[src/rtl/lda_pkg.sv]
package lda_pkg;

	// Grid and count geometry.
	localparam int GRID_WIDTH  = 256;
	localparam int GRID_HEIGHT = 256;
	localparam int COUNT_BITS  = 16;

	localparam int CELL_TOTAL = GRID_WIDTH * GRID_HEIGHT;
	localparam int ADDR_BITS  = $clog2(CELL_TOTAL);
	localparam int ROW_BITS   = (GRID_HEIGHT > 1) ? $clog2(GRID_HEIGHT) : 1;
	localparam int COORD_BITS = 8;
	localparam int CMP_BITS   = 14;
	localparam int ERR_BITS   = 11;
	localparam int VALUE_BITS = 16;

	localparam logic [ADDR_BITS-1:0]  LAST_ADDR = ADDR_BITS'(CELL_TOTAL - 1);
	localparam logic [COUNT_BITS-1:0] COUNT_MAX = {COUNT_BITS{1'b1}};

	// Item kinds.
	localparam logic [1:0] KIND_CLEAR = 2'd0;
	localparam logic [1:0] KIND_DRAW  = 2'd1;
	localparam logic [1:0] KIND_READ  = 2'd2;

	// Sequencer states.
	typedef enum logic [2:0] {
		ST_BOOT_CLEAR,
		ST_CLEAR,
		ST_IDLE,
		ST_WALK,
		ST_READ,
		ST_FINISH
	} st_t;

	// Segment endpoints handed to the walker.
	typedef struct packed {
		logic [COORD_BITS-1:0] x0;
		logic [COORD_BITS-1:0] y0;
		logic [COORD_BITS-1:0] x1;
		logic [COORD_BITS-1:0] y1;
	} seg_t;

	// One visited pixel from the walker.
	typedef struct packed {
		logic                  valid;
		logic                  last;
		logic [COORD_BITS-1:0] x;
		logic [COORD_BITS-1:0] y;
	} pix_t;

	// True when the pixel lies inside the grid.
	function automatic logic on_grid(input logic [COORD_BITS-1:0] x,
			input logic [COORD_BITS-1:0] y);
		return (CMP_BITS'(x) < CMP_BITS'(GRID_WIDTH)) &&
			(CMP_BITS'(y) < CMP_BITS'(GRID_HEIGHT));
	endfunction

	// Store address of a pixel: row GRID_HEIGHT-1-y, column x.
	function automatic logic [ADDR_BITS-1:0] cell_addr(input logic [COORD_BITS-1:0] x,
			input logic [COORD_BITS-1:0] y);
		logic [ROW_BITS-1:0] row;
		row = ROW_BITS'(GRID_HEIGHT - 1) - ROW_BITS'(y);
		return ADDR_BITS'(row) * ADDR_BITS'(GRID_WIDTH) + ADDR_BITS'(x);
	endfunction

	// Saturating increment of a count.
	function automatic logic [COUNT_BITS-1:0] sat_inc(input logic [COUNT_BITS-1:0] c);
		return (c == COUNT_MAX) ? c : c + COUNT_BITS'(1);
	endfunction

	// Count clipped to the width of the result field.
	function automatic logic [VALUE_BITS-1:0] clip_value(input logic [COUNT_BITS-1:0] c);
		return (32'(c) > 32'hFFFF) ? {VALUE_BITS{1'b1}} : VALUE_BITS'(c);
	endfunction

endpackage

[src/rtl/lda_walker.sv]
module lda_walker (
	input  logic          clk,
	input  logic          arst_n,
	input  logic          start,
	input  lda_pkg::seg_t seg,
	output lda_pkg::pix_t pix
);
	import lda_pkg::*;

	logic                       busy_q;
	logic                       steep_q;
	logic                       neg_q;
	logic [COORD_BITS-1:0]      da_q;
	logic [COORD_BITS-1:0]      db_q;
	logic [COORD_BITS-1:0]      end_q;
	logic [COORD_BITS-1:0]      major_q;
	logic [COORD_BITS-1:0]      minor_q;
	logic signed [ERR_BITS-1:0] err_q;

	logic [COORD_BITS-1:0]      adx, ady;
	logic                       steep;
	logic [COORD_BITS-1:0]      a0, b0, a1, b1;
	logic [COORD_BITS-1:0]      da, db;
	logic                       neg;
	logic signed [ERR_BITS-1:0] err_init;
	logic signed [ERR_BITS-1:0] err_next;
	logic [COORD_BITS-1:0]      minor_next;
	logic                       last;

	// Pick the stepping axis and order the endpoints so the major coordinate rises.
	always_comb begin
		adx = (seg.x1 > seg.x0) ? seg.x1 - seg.x0 : seg.x0 - seg.x1;
		ady = (seg.y1 > seg.y0) ? seg.y1 - seg.y0 : seg.y0 - seg.y1;
		steep = !(ady < adx);
		if (!steep) begin
			if (seg.x0 > seg.x1) begin
				a0 = seg.x1; b0 = seg.y1; a1 = seg.x0; b1 = seg.y0;
			end else begin
				a0 = seg.x0; b0 = seg.y0; a1 = seg.x1; b1 = seg.y1;
			end
		end else begin
			if (seg.y0 > seg.y1) begin
				a0 = seg.y1; b0 = seg.x1; a1 = seg.y0; b1 = seg.x0;
			end else begin
				a0 = seg.y0; b0 = seg.x0; a1 = seg.y1; b1 = seg.x1;
			end
		end
		da = a1 - a0;
		neg = b1 < b0;
		db = neg ? b0 - b1 : b1 - b0;
		err_init = $signed({2'b00, db, 1'b0}) - $signed({3'b000, da});
	end

	// One Bresenham step per cycle.
	always_comb begin
		last = major_q == end_q;
		minor_next = minor_q;
		err_next = err_q + $signed({2'b00, db_q, 1'b0});
		if (err_q > 0) begin
			minor_next = neg_q ? minor_q - COORD_BITS'(1) : minor_q + COORD_BITS'(1);
			err_next = err_next - $signed({2'b00, da_q, 1'b0});
		end
	end

	always_ff @(posedge clk or negedge arst_n) begin
		if (!arst_n) begin
			busy_q  <= 1'b0;
			steep_q <= 1'b0;
			neg_q   <= 1'b0;
			da_q    <= '0;
			db_q    <= '0;
			end_q   <= '0;
			major_q <= '0;
			minor_q <= '0;
			err_q   <= '0;
		end else if (start) begin
			busy_q  <= 1'b1;
			steep_q <= steep;
			neg_q   <= neg;
			da_q    <= da;
			db_q    <= db;
			end_q   <= a1;
			major_q <= a0;
			minor_q <= b0;
			err_q   <= err_init;
		end else if (busy_q) begin
			major_q <= major_q + COORD_BITS'(1);
			minor_q <= minor_next;
			err_q   <= err_next;
			if (last) begin
				busy_q <= 1'b0;
			end
		end
	end

	// Current pixel in grid coordinates.
	always_comb begin
		pix.valid = busy_q;
		pix.last  = last;
		pix.x     = steep_q ? minor_q : major_q;
		pix.y     = steep_q ? major_q : minor_q;
	end

endmodule

[config.mk]
export PLATFORM = sky130hd
export DESIGN_NAME = lda_walker
export DESIGN_NICKNAME = d
export VERILOG_FILES = /design/src/rtl/lda_pkg.sv /design/src/rtl/lda_walker.sv
export SDC_FILE = /design/constraint.sdc
export NUM_CORES = 1
export LEC_CHECK = 0
export BUFFER_PORTS_ARGS = -buffer_cell sky130_fd_sc_hd__buf_2
export CAP_MARGIN = 30
export CORE_MARGIN = 1
export CORE_UTILIZATION = 57
export DETAILED_ROUTE_END_ITERATION = 6
export GPL_TIMING_DRIVEN = 0
export HOLD_SLACK_MARGIN = 0.08
export PLACE_DENSITY_LB_ADDON = 0.1
export RECOVER_POWER = 100
export REMOVE_ABC_BUFFERS = 1
export SLEW_MARGIN = 40
export SYNTH_ARGS = -nofsm -noshare
export SYNTH_HDL_FRONTEND = slang
export SYNTH_SLANG_ARGS = --single-unit
[constraint.sdc]
create_clock -name clk -period 2.9 [get_ports clk]
set_input_delay 0.58 -clock clk [delete_from_list [all_inputs] [get_ports clk]]
set_output_delay 0.58 -clock clk [all_outputs]
set_load 0.05 [all_outputs]
* Word level (Yosys, flattened, before mapping) *
Index checks and enable logic that the tools add are counted.

word-level totals
  register bits after elaboration = 54
  bits of input ports = 35
  output and inout bits = 18
  logic and storage cells = 63

operators by class
  add/sub/neg operators = 13
  order comparisons = 7
  eq/ne operators = 1
  multiplexer cells = 29
  reduce and logical (&&, ||, !) cells = 4

operators with widths
  cell                   count
  $mux W8                23
  $sub A8 B8 Y8          7
  $mux W11               3
  $gt A8 B8 Y1           4
  $add A8 B1 Y8 const B  2
  $lt A8 B8 Y1           2
  $add A11 B10 Y11       1
  $gt A11 B1 Y1 const B  1
  $sub A11 B10 Y11       1
  $sub A9 B8 Y10         1
  $eq A8 B8 Y1           1
  $sub A8 B1 Y8 const B  1
  $reduce_bool A2 Y1     2
  $mux W1                3
  $reduce_and A2 Y1      1
  $logic_not A1 Y1       1

* Depth between registers and ports, before layout *
  depth in word-level cells = 8
  depth in mapped cells = 40
  mapped depth without buffers = 36

* Worst setup path after synthesis *
No wires, ideal clock.

  path type = in2reg
  from = in seg[0] in the netlist's numbering
  to = reg err_q[9]
  library setup time = 0.065 ns
  data arrival time = 7.741 ns
  required time = 2.835 ns
  setup slack = -4.905 ns
  cell stages on the path = 38
  path buffers = 3
  cells stage by stage = inv_1 ha_1 inv_1 fa_1 a21o_1 a21oi_1 o22ai_1 o21ai_2 mux2_2 a21oi_1 mux2i_1 a211oi_1 ha_1 a21oi_1 o21ai_0 a21oi_1 clkbuf_1 buf_2 [... 2 more ...] ha_1 fa_1 nor2b_1 o21ai_0 nand2b_1 a311oi_1 buf_4 mux2i_1 xor2_1 ha_1 nand2_1 o21ai_0 o31ai_1 a21oi_1 nor4bb_1 mux2_2 o22a_1 o22a_1

between the ends
  cells in the longest elaborated chain, start to end = 8

ends and longest elaborated chain
  item                                           RTL line                            source
  start, declared                                lda_walker.sv:5                     input lda_pkg::seg_t seg,
  $sub A8 B8 Y8 or $gt A8 B8 Y1 (tied branches)  lda_walker.sv:33                    ady = (seg.y1 > seg.y0) ? seg.y1 - seg.y0 : seg.y0 - seg.y1;
  $mux W8                                        lda_walker.sv:33
  $lt A8 B8 Y1                                   lda_walker.sv:34                    steep = !(ady < adx);
  $mux W8                                        lda_walker.sv:35                    if (!steep) begin
  $sub A8 B8 Y8 or $lt A8 B8 Y1 (tied branches)  lda_walker.sv:50, lda_walker.sv:49
  $mux W8 *                                      lda_walker.sv:50                    db = neg ? b0 - b1 : b1 - b0;
  named net db[2]                                lda_walker.sv:23                    logic [COORD_BITS-1:0] da, db;
  $sub A9 B8 Y10 *                               lda_walker.sv:51                    err_init = $signed({2'b00, db, 1'b0}) - $signed({3'b000, da});
  $mux W11 *                                     lda_walker.sv:76                    end else if (start) begin
  end signal, assigned                           lda_walker.sv:85                    err_q <= err_init;
  end signal, assigned                           lda_walker.sv:89                    err_q <= err_next;
  end, declared                                  lda_walker.sv:18                    logic signed [ERR_BITS-1:0] err_q;

Mark *: on every way through the listed nets, which the timed path passes. The rest lies on a longest branch.
A chain may end at the register's enable or synchronous reset.

* Worst setup path in the final report *
  from = in seg[14] in the netlist's numbering
  to = reg err_q[9]

between the ends
  cells in the longest elaborated chain, start to end = 8

ends and longest elaborated chain
  item                                           RTL line                            source
  $sub A8 B8 Y8 or $gt A8 B8 Y1 (tied branches)  lda_walker.sv:32                    adx = (seg.x1 > seg.x0) ? seg.x1 - seg.x0 : seg.x0 - seg.x1;
  $mux W8                                        lda_walker.sv:32
  $lt A8 B8 Y1                                   lda_walker.sv:34
  $mux W8                                        lda_walker.sv:35
  $sub A8 B8 Y8 or $lt A8 B8 Y1 (tied branches)  lda_walker.sv:50, lda_walker.sv:49
  $mux W8 *                                      lda_walker.sv:50
  named net db[6]                                lda_walker.sv:23
  $sub A9 B8 Y10 *                               lda_walker.sv:51
  $mux W11 *                                     lda_walker.sv:76

Marked as above.

==> run metrics <==
status finished, violations left; violated checks negative setup slack; Rows 40; Max H-tree Level 2; Primary FF master, synth dfrtp_1; share of cell area taken by muxes after synthesis 0.1244; initial antenna violation count 0; Hold Crit Endpoint end_q[7]$_DFFE_PN0P_; Max-Cap Viols 0; Seq/Total Area, Yosys 0.1863; WP data arrival around 7.5 ns; Die Y roughly 110 um; post-synthesis adder-cell area fraction 0.1873; Core ar. about 0.012 mm2; Critical Path Fanout Max 6; Layout area overhead 31.96%; DR pass1 iterations 5; WHS Path Cells 1; antenna violation net count after detailed routing 0; Slowest-stage cell, CP or3b_4; largest family of logic cells by synthesized area compound AO/OA/AOI/OAI gates; Yosys cell types 65; FILL cells 868; Initial Util 0.5940; Synth warnings 0; Worst-path clk slew 0.07 ns; cell mode on critical path buf_6; Hold Fails Final Rpt 0; vias in the first global route 7120; first-pass GRT wire length 34.60 mm; Setup CP Type in2reg; Root Driver clkbuf_16; RSZ-0062 raised after global routing yes; GP Congestion between 0.9 and 1; Crit path required time around 3.2 ns; Antenna Cells 0; most frequent cells in the layout nand2_1 (74), ha_1 (72), inv_1 (69); Port Buffer Count between 50 and 60; clk sink count 54; total global-route track usage 0.3341; layout cell share with drive strength beyond 1 0.3288; Slew HR 0.02204; Slew @ Worst Pin approximately 1.5 ns; global route overflow 0; Final setup viols 53; Compound-Gate Fraction of Synth Area 0.2293; pin count of the biggest net entering global routing 58; Final #Nets 1155; Worst R2R Path Depth 13; initial drt markers 487; flops & latches, synth 54; critical path's largest stage delay ~0.4 ns; fmax roughly 140 MHz; Post-Syn Area roughly 0.0073 mm2; Worst setup EP type flop; fin crit period between 7 and 8 ns; Vias ~7300; reg2reg setup slack -0.60 ns; commonest non-fill, non-tap cell in the layout nand2_1; fin area around 0.0096 mm2; Tcrit/Tclk final 2.515; RR Endpoint err_q[9]$_DFFE_PN0N_; Die X 114.8 um; Num CTS Buffers 5; WL/cell 18.95 um; clk_skew 0.007818 ns; Setup WS pre-CTS -6.139 ns; register area about 0.0014 mm2; die footprint approximately 0.013 mm2; min-delay worst type reg2reg; async set or reset register ratio after synthesis 1.000; cells after synthesis about 900; worst setup margin -4.394 ns; io pins 53; xor/xnor cell area share of the yosys netlist 0.07366; Multi-input gate area 0.006331 mm2; Synth Area in Simple Gates 0.1285; placed cell area 0.007692 mm2; r2r startpoint db_q[1]$_DFFE_PN0P_; Clock Tree Buf Depth 2; Worst-Skew Late Latency a little over 0.3 ns; CTS tree built; drc violations 0; min-delay src end_q[7]$_DFFE_PN0P_; Worst setup SP type input pin; final WL ~22 mm; Post-synth EDFFs 0; post-DP HPWL about 15 mm; Mapped Avg Cell Area between 8 and 9 um2; Pins Over Slew Limit 0; DR vias/cell 6.149
-- worst max-delay path, delay by kind of cell --
family	cells	cell delay (ns)
fa+ha+maj	5	1.44
compound gates	13	1.69
mux	4	0.81
xor+xnor	1	0.22
buf+inv	9	1.07
simple gates	7	1.69
-- state kept, by name, indices dropped and copies added (netlist names) --
register	flops
neg_q	1
major_q	8
da_q	8
end_q	8
busy_q	1
steep_q	1
db_q	8
err_q	11
minor_q	8
-- routing by layer --
| metal | part of all wire | track usage | up-vias |
|---|---|---|---|
| li1 | - | - | 3403 |
| met1 | 0.42 | 0.4117 | 3533 |
| met4 | 0.040 | 0.1342 | 0 |
| met3 | 0.053 | 0.05219 | 79 |
| met5 | 0 | 0 | - |
| met2 | 0.49 | 0.5859 | 284 |
-- timing repair --
item,CTS,global route
pin swaps,56,72
gates resized for setup,147,112
hold buffers,0,0
buffers inserted,56,35
gates cloned,3,0
setup endpoints to repair,53,53
-- worst max path at each step --
| stage | slack, ns | endpoint | cells past startpoint | startpoint |
|---|---|---|---|---|
| floorplan | -7.34 | err_q[9]$_DFFE_PN0N_ | 34 | seg[0] |
| global placement | -10.01 | err_q[10]$_DFFE_PN0N_ | 36 | seg[8] |
| detailed placement | -6.14 | err_q[9]$_DFFE_PN0N_ | 38 | seg[0] |
| CTS | -4.37 | err_q[9]$_DFFE_PN0N_ | 37 | seg[8] |
| global route | -4.69 | err_q[9]$_DFFE_PN0N_ | 40 | seg[0] |
| finish | -4.39 | err_q[9]$_DFFE_PN0N_ | 39 | seg[14] |
-- synth_stat cells (all sizes together), types with 2 or more instances --
cell type | instances | area, um2
clkbuf | 21 | 78.83
o31a | 4 | 35.03
a221oi | 2 | 17.52
inv | 84 | 315.3
xor2 | 19 | 166.4
o221ai | 2 | 17.52
or2 | 3 | 18.77
nand2 | 81 | 304.0
a211oi | 22 | 165.2
nor2 | 58 | 217.7
and3 | 3 | 18.77
o31ai | 4 | 35.03
o22a | 2 | 17.52
a2111oi | 2 | 18.77
a21o | 12 | 90.09
nor2b | 13 | 81.33
nand4 | 8 | 50.05
nand3 | 8 | 40.04
nor4 | 4 | 25.02
nand2b | 10 | 62.56
a21boi | 3 | 22.52
a311oi | 2 | 17.52
or3 | 3 | 18.77
o21bai | 10 | 75.07
dfrtp | 54 | 1351
a31oi | 9 | 62.56
buf | 20 | 117.6
mux2 | 39 | 439.2
nor3 | 9 | 45.04
a21oi | 75 | 375.4
xnor2 | 42 | 367.9
o22ai | 2 | 12.51
fa | 11 | 220.2
o211ai | 16 | 120.1
ha | 91 | 1139
o21a | 6 | 45.04
mux2i | 45 | 462.9
o21ai | 90 | 454.2
-- stage by stage --
step | TNS, ns | std cells | util | hold slack [ns]
global route | -134.19 | 1187 | 0.7838 | 0.5492
finish | -123.17 | 1187 | 0.7838 | 0.5349
floorplan | -241.78 | 862 | - | 0.2844
global placement | -345.42 | 1082 | 0.6164 | 0.5024
detailed placement | -180.78 | 1096 | 0.6299 | 0.5138
CTS | -124.72 | 1163 | 0.7382 | 0.3490
-- cell families after synthesis --
group | count (synthesis)
compound gates | 271
simple gates | 206
buf+inv | 125
fa+ha+maj | 102
mux | 84
xor+xnor | 61
flops | 54
-- cell type report --
| type | count | share of cell area |
|---|---|---|
| repair buffers | 149 | 0.1248 |
| inverters | 84 | 0.03516 |
| flip-flops and latches | 54 | 0.1413 |
| well taps | 168 | 0.02196 |
| clock inverters | 3 | 0.002222 |
| multi-input cells | 724 | 0.6614 |
| clock buffers | 5 | 0.01307 |
Power is not shown: default switching activity piles up to over one toggle a cycle in this logic, so the estimate is an artifact.
